### src/rtl/lss_pkg.sv
// ----------------------------------------------------------------------------
// lss_pkg
// shared types, sizes and constant tables of the longwave solver
// ----------------------------------------------------------------------------
package lss_pkg;

  localparam int NUM_ANGLES = 20;
  localparam int MAX_LAYERS = 63;
  localparam int ANG_W      = 5;
  localparam int LEV_W      = 6;
  localparam int OUT_LEV_W  = 7;
  localparam int SUM_W      = 41;

  localparam logic [17:0] PI_Q16  = 18'd205887;
  localparam logic [9:0]  DIV25_M = 10'(((32'd1 << 14) + 32'd24) / 32'd25);
  localparam logic [16:0] ONE_Q16 = 17'h10000;

  typedef struct packed {
    logic [23:0] tau;
    logic [31:0] src;
    logic [31:0] bs;
    logic        bottom;
  } layer_t;

  typedef struct packed {
    logic             dir_up;
    logic [LEV_W-1:0] lev;
  } tag_t;

  typedef struct packed {
    logic [ANG_W-1:0] idx;
    logic             last;
    logic             first;
    tag_t             tag;
    logic [31:0]      src;
  } ang_t;

  // ceil(2^31 / (2i+1))
  localparam logic [31:0] RECIP [NUM_ANGLES] = '{
    32'(((64'd1 << 31) + 64'd0)  / 64'd1),  32'(((64'd1 << 31) + 64'd2)  / 64'd3),
    32'(((64'd1 << 31) + 64'd4)  / 64'd5),  32'(((64'd1 << 31) + 64'd6)  / 64'd7),
    32'(((64'd1 << 31) + 64'd8)  / 64'd9),  32'(((64'd1 << 31) + 64'd10) / 64'd11),
    32'(((64'd1 << 31) + 64'd12) / 64'd13), 32'(((64'd1 << 31) + 64'd14) / 64'd15),
    32'(((64'd1 << 31) + 64'd16) / 64'd17), 32'(((64'd1 << 31) + 64'd18) / 64'd19),
    32'(((64'd1 << 31) + 64'd20) / 64'd21), 32'(((64'd1 << 31) + 64'd22) / 64'd23),
    32'(((64'd1 << 31) + 64'd24) / 64'd25), 32'(((64'd1 << 31) + 64'd26) / 64'd27),
    32'(((64'd1 << 31) + 64'd28) / 64'd29), 32'(((64'd1 << 31) + 64'd30) / 64'd31),
    32'(((64'd1 << 31) + 64'd32) / 64'd33), 32'(((64'd1 << 31) + 64'd34) / 64'd35),
    32'(((64'd1 << 31) + 64'd36) / 64'd37), 32'(((64'd1 << 31) + 64'd38) / 64'd39)
  };

  // ceil(2^21 / k), k = 1..8
  localparam logic [21:0] MK [8] = '{
    22'(((32'd1 << 21) + 32'd0) / 32'd1), 22'(((32'd1 << 21) + 32'd1) / 32'd2),
    22'(((32'd1 << 21) + 32'd2) / 32'd3), 22'(((32'd1 << 21) + 32'd3) / 32'd4),
    22'(((32'd1 << 21) + 32'd4) / 32'd5), 22'(((32'd1 << 21) + 32'd5) / 32'd6),
    22'(((32'd1 << 21) + 32'd6) / 32'd7), 22'(((32'd1 << 21) + 32'd7) / 32'd8)
  };

  // round(e^-n) in q1.16, unused codes zero
  localparam logic [16:0] ENEG [16] = '{
    17'd65536, 17'd24109, 17'd8869, 17'd3263, 17'd1200, 17'd442,
    17'd162, 17'd60, 17'd22, 17'd8, 17'd3, 17'd1, 17'd0, 17'd0, 17'd0, 17'd0
  };

endpackage

### src/rtl/lss_front.sv
// ----------------------------------------------------------------------------
// lss_front
// accepts layer commands into a two-entry queue ahead of the solver core
// ----------------------------------------------------------------------------
module lss_front (
  input  logic            clk,
  input  logic            rst,
  input  logic            start,
  output logic            busy,
  input  lss_pkg::layer_t in_item,
  output logic            q_valid,
  output lss_pkg::layer_t q_item,
  input  logic            q_pop
);
  import lss_pkg::*;

  layer_t     mem [2];
  logic       wr_ptr;
  logic       rd_ptr;
  logic [1:0] fill;
  logic       push;

  assign busy    = (fill == 2'd2);
  assign push    = start && !busy;
  assign q_valid = (fill != 2'd0);
  assign q_item  = mem[rd_ptr];

  always_ff @(posedge clk) begin
    if (push) begin
      mem[wr_ptr] <= in_item;
    end
  end

  always_ff @(posedge clk) begin
    if (rst) begin
      wr_ptr <= 1'b0;
      rd_ptr <= 1'b0;
      fill   <= 2'd0;
    end else begin
      if (push) begin
        wr_ptr <= !wr_ptr;
      end
      if (q_pop) begin
        rd_ptr <= !rd_ptr;
      end
      fill <= fill + 2'(push) - 2'(q_pop);
    end
  end

endmodule

### config.mk
export PLATFORM = sky130hd
export DESIGN_NAME = lss_front
export DESIGN_NICKNAME = d
export VERILOG_FILES = /design/src/rtl/lss_pkg.sv /design/src/rtl/lss_front.sv
export SDC_FILE = /design/constraint.sdc
export NUM_CORES = 1
export LEC_CHECK = 0
export ABC_AREA = 1
export BUFFER_PORTS_ARGS = -buffer_cell sky130_fd_sc_hd__buf_2
export CAP_MARGIN = 20
export CORE_ASPECT_RATIO = 0.5
export CORE_MARGIN = 1
export CORE_UTILIZATION = 45
export DETAILED_ROUTE_END_ITERATION = 12
export MAX_ROUTING_LAYER = met4
export PLACE_DENSITY_LB_ADDON = 0.08
export SYNTH_ARGS = -nofsm -noshare
export SYNTH_HDL_FRONTEND = slang
export SYNTH_SLANG_ARGS = --single-unit
export TNS_END_PERCENT = 1
### constraint.sdc
create_clock -name clk -period 12.95 [get_ports clk]
set_input_delay 0.6475 -clock clk [delete_from_list [all_inputs] [get_ports clk]]
set_output_delay 0.6475 -clock clk [all_outputs]
set_load 0.01 [all_outputs]
==> run_results.csv <==
group,metric,value,unit
clock_tree,cts_root_buf,"clkbuf_16",
pwr,powerDensity,164,nW/µm²
setup_path,cp.arrival,2.45,ns
setup_path,worst-r2r-setup-slack,10.56,ns
detailed_routing,ant_nets,0,
clock_tree,clkSlewWorstSetupHoldPaths,0.08,ns
place,hpwl,7300,µm
timing,final.setup_skew,0.0132,ns
setup_path,cp_top_family,"buffers and inverters",
synthesis,synth_seq_area_share,81.4,%
timing,period_needed,3.09,ns
clock_tree,cts_resized,0,
setup_path,cp-start-kind,"flip-flop",
timing,slew_viol_final,0,
detailed_routing,dr.pass1.iters,6,
clock_tree,cts_buffer_depth,2,
global_route,grt_max_degree,74,
timing,fin_tns_setup,0,ns
setup_path,crit_path_max_incr_delay,0.70,ns
synthesis,synth_cell_type_count,13,
synthesis,syn_nets,405,
synthesis,yosys-top-cells-area,"edfxtp_1 (80%), mux2_2 (13%), mux2_4 (2.2%)",
setup_path,r2r-start,"fill[0]$_SDFF_PP0_",
synthesis,synthCells,310,
setup_path,r2r-end,"mem[0][3]$_DFFE_PP_",
global_route,grt-ovfl-total,0,
cells_and_area,fin_nets,600,
detailed_routing,wl_per_cell,16.2,µm
hold_path,hold_class,"input port to flip-flop",
global_route,antenna_found_initial,0,
synthesis,yosysTopAreaCellShare,79.9,%
detailed_routing,routed_via_density,4.71,
timing,min_period_over_period,23.9,%
cells_and_area,n_antenna_cell,0,
clock_tree,cts_tree,"built",
pwr,p_total,1.37,mW
clock_tree,cts_made_buffers,17,
synthesis,netlist_area,6690,µm²
synthesis,yosysTopAreaCell,"edfxtp_1",
status,status,"complete, no violations",
setup_path,crit_slowest_cell,"dfxtp_4",
global_route,grt_pass1_wl,17200,µm
pwr,leakage,3.18,nW
place,gp_congestion,0.740,
setup_path,worstPathCellList,"buf_4, mux2_2, buf_2",
clock_tree,postCtsHoldBufs,0,
setup_path,critPathMaxFanout,53,
clock_tree,htree_levels,4,
floorplanning,dieArea,15400,µm²
detailed_routing,drc,0,
global_route,grt_pass1_vias,3305,
setup_path,critPathRequiredTime,12.30,ns
floorplanning,io_pins,184,
setup_path,critical_path_buf_inv_count,2,
timing,fmax,323,MHz
floorplanning,dieWidth,174,µm
floorplanning,coreArea,14500,µm²
floorplanning,start_util,46.2,%
detailed_routing,drtIter0Drc,194,
timing,finalHoldViolCount,0,
clock_tree,postCtsSetupBuffers,0,
setup_path,ff2ff_path_depth,5,
cells_and_area,fin_util,57.9,%
floorplanning,fp.dieH,88.2,µm
floorplanning,num_rows,31,
run,drv_cap,0,
setup_path,worstSetupPathType,"flip-flop to output port",
hold_path,holdPathEnd,"mem[0][18]$_DFFE_PP_",
cells_and_area,drive_above_1_share,59.5,%
hold_path,hold_depth,1,
detailed_routing,wl,11600,µm
setup_path,end_kind,"output port",
clock_tree,clk_latency,0.41,ns
synthesis,ys_seq_elements,183,
hold_path,min_from,"in_item[18]",
timing,finalSetupViolCount,0,
global_route,grt_use_total,15.9,%
timing,rsz0062_at_grt,"no",
clock_tree,cts_sinks,183,
pwr,max-vdd-ir-drop,0.0776,mV
place,io_buffers,183,
synthesis,avgSynthCellArea,21.6,µm²
timing,tightest_slew,1.01,ns
timing,relSlewSlack,32.6,%
synthesis,ys_warn_count,0,
cells_and_area,area_growth,25.2,%
detailed_routing,vias,3372,
placed cells by master (no fill, tap or decap), drive strengths merged:
master,synthesis,routed
buf,10,186
edfxtp,178,178
mux2,89,89
clkbuf,0,18
inv,8,16
nand2,7,7
nor2,6,6
clkinv,0,6
dfxtp,5,5
nand3,2,2
a21oi,2,2
ha,2,2
xnor2,1,1
cell type report:
type	count	area (µm²)
fill	1157	6090
clock inverter	14	129
timing repair buffer	186	938
tap	198	248
inverter	8	31.3
sequential	183	5450
clock buffer	18	429
multi-input combinational	109	1150
sequential cells by signal, indices dropped and copies added (netlist names), named ones only:
name	count
fill	2
mem	178
rd_ptr	1
wr_ptr	1
per-stage QoR:
| stage | worst slack, ns | hold WS, ns | cell area (µm²) | std cells |
|---|---|---|---|---|
| 2_1_floorplan | 7.99 | 0.475 | 6690 | 310 |
| 3_3_place_gp | 10.26 | 0.494 | 7820 | 684 |
| 3_5_place_dp | 10.25 | 0.503 | 7820 | 684 |
| 4_1_cts | 9.80 | 0.399 | 8370 | 716 |
| 5_1_grt | 9.70 | 0.397 | 8370 | 716 |
| 6_report | 9.86 | 0.414 | 8370 | 716 |
cells by family (layout without fill, tap and decap cells):
logic type | count (synthesis) | in the layout | share of synthesized area (%)
adders and majority gates | 2 | 2 | 0.374
buffers and inverters | 18 | 226 | 1.48
muxes | 89 | 89 | 15.6
DFF | 183 | 183 | 81.4
and+or+nand+nor | 15 | 15 | 0.880
AOI/OAI and AO/OA | 2 | 2 | 0.150
xor gates and xnor gates | 1 | 1 | 0.131
power breakdown:
group	internal [mW]	switching (mW)
Clock	0.255	0.227
Combinational	0.0770	0.0903
Sequential	0.709	0.0154
worst register-to-register path: cells and delay by family, from the launching register on:
| kind | cells | cell delay, ns |
|---|---|---|
| AND/OR/NAND/NOR | 3 | 0.69 |
| flip-flops | 1 | 0.34 |
| buffers and inverters | 2 | 0.93 |
metal layers:
metal / global-route usage (%) / share of wire, %
met1: 19.3 / 44
met2: 25.8 / 50
met3: 4.82 / 5.8
met4: 5.02 / 0.61
met5: - / 0
synth_stat cells:
library cell and n:
buf_6 3, nand3_1 2, a21oi_1 2, nor2_1 6
ha_1 2, dfxtp_1 5, xnor2_1 1, edfxtp_1 178
nand2_1 7, mux2_2 79, mux2_4 10, buf_2 7
inv_1 8
worst max-delay path by stage:
stage	startpoint	to	cells after the start
2_1_floorplan	start	mem[0][0]$_DFFE_PP_	2
3_3_place_gp	start	mem[0][40]$_DFFE_PP_	4
3_5_place_dp	flip-flop	q_item[67]	3
4_1_cts	flip-flop	q_item[67]	3
5_1_grt	flip-flop	q_item[64]	3
6_report	flip-flop	q_item[64]	3
Power figures use the tool's default switching activity.
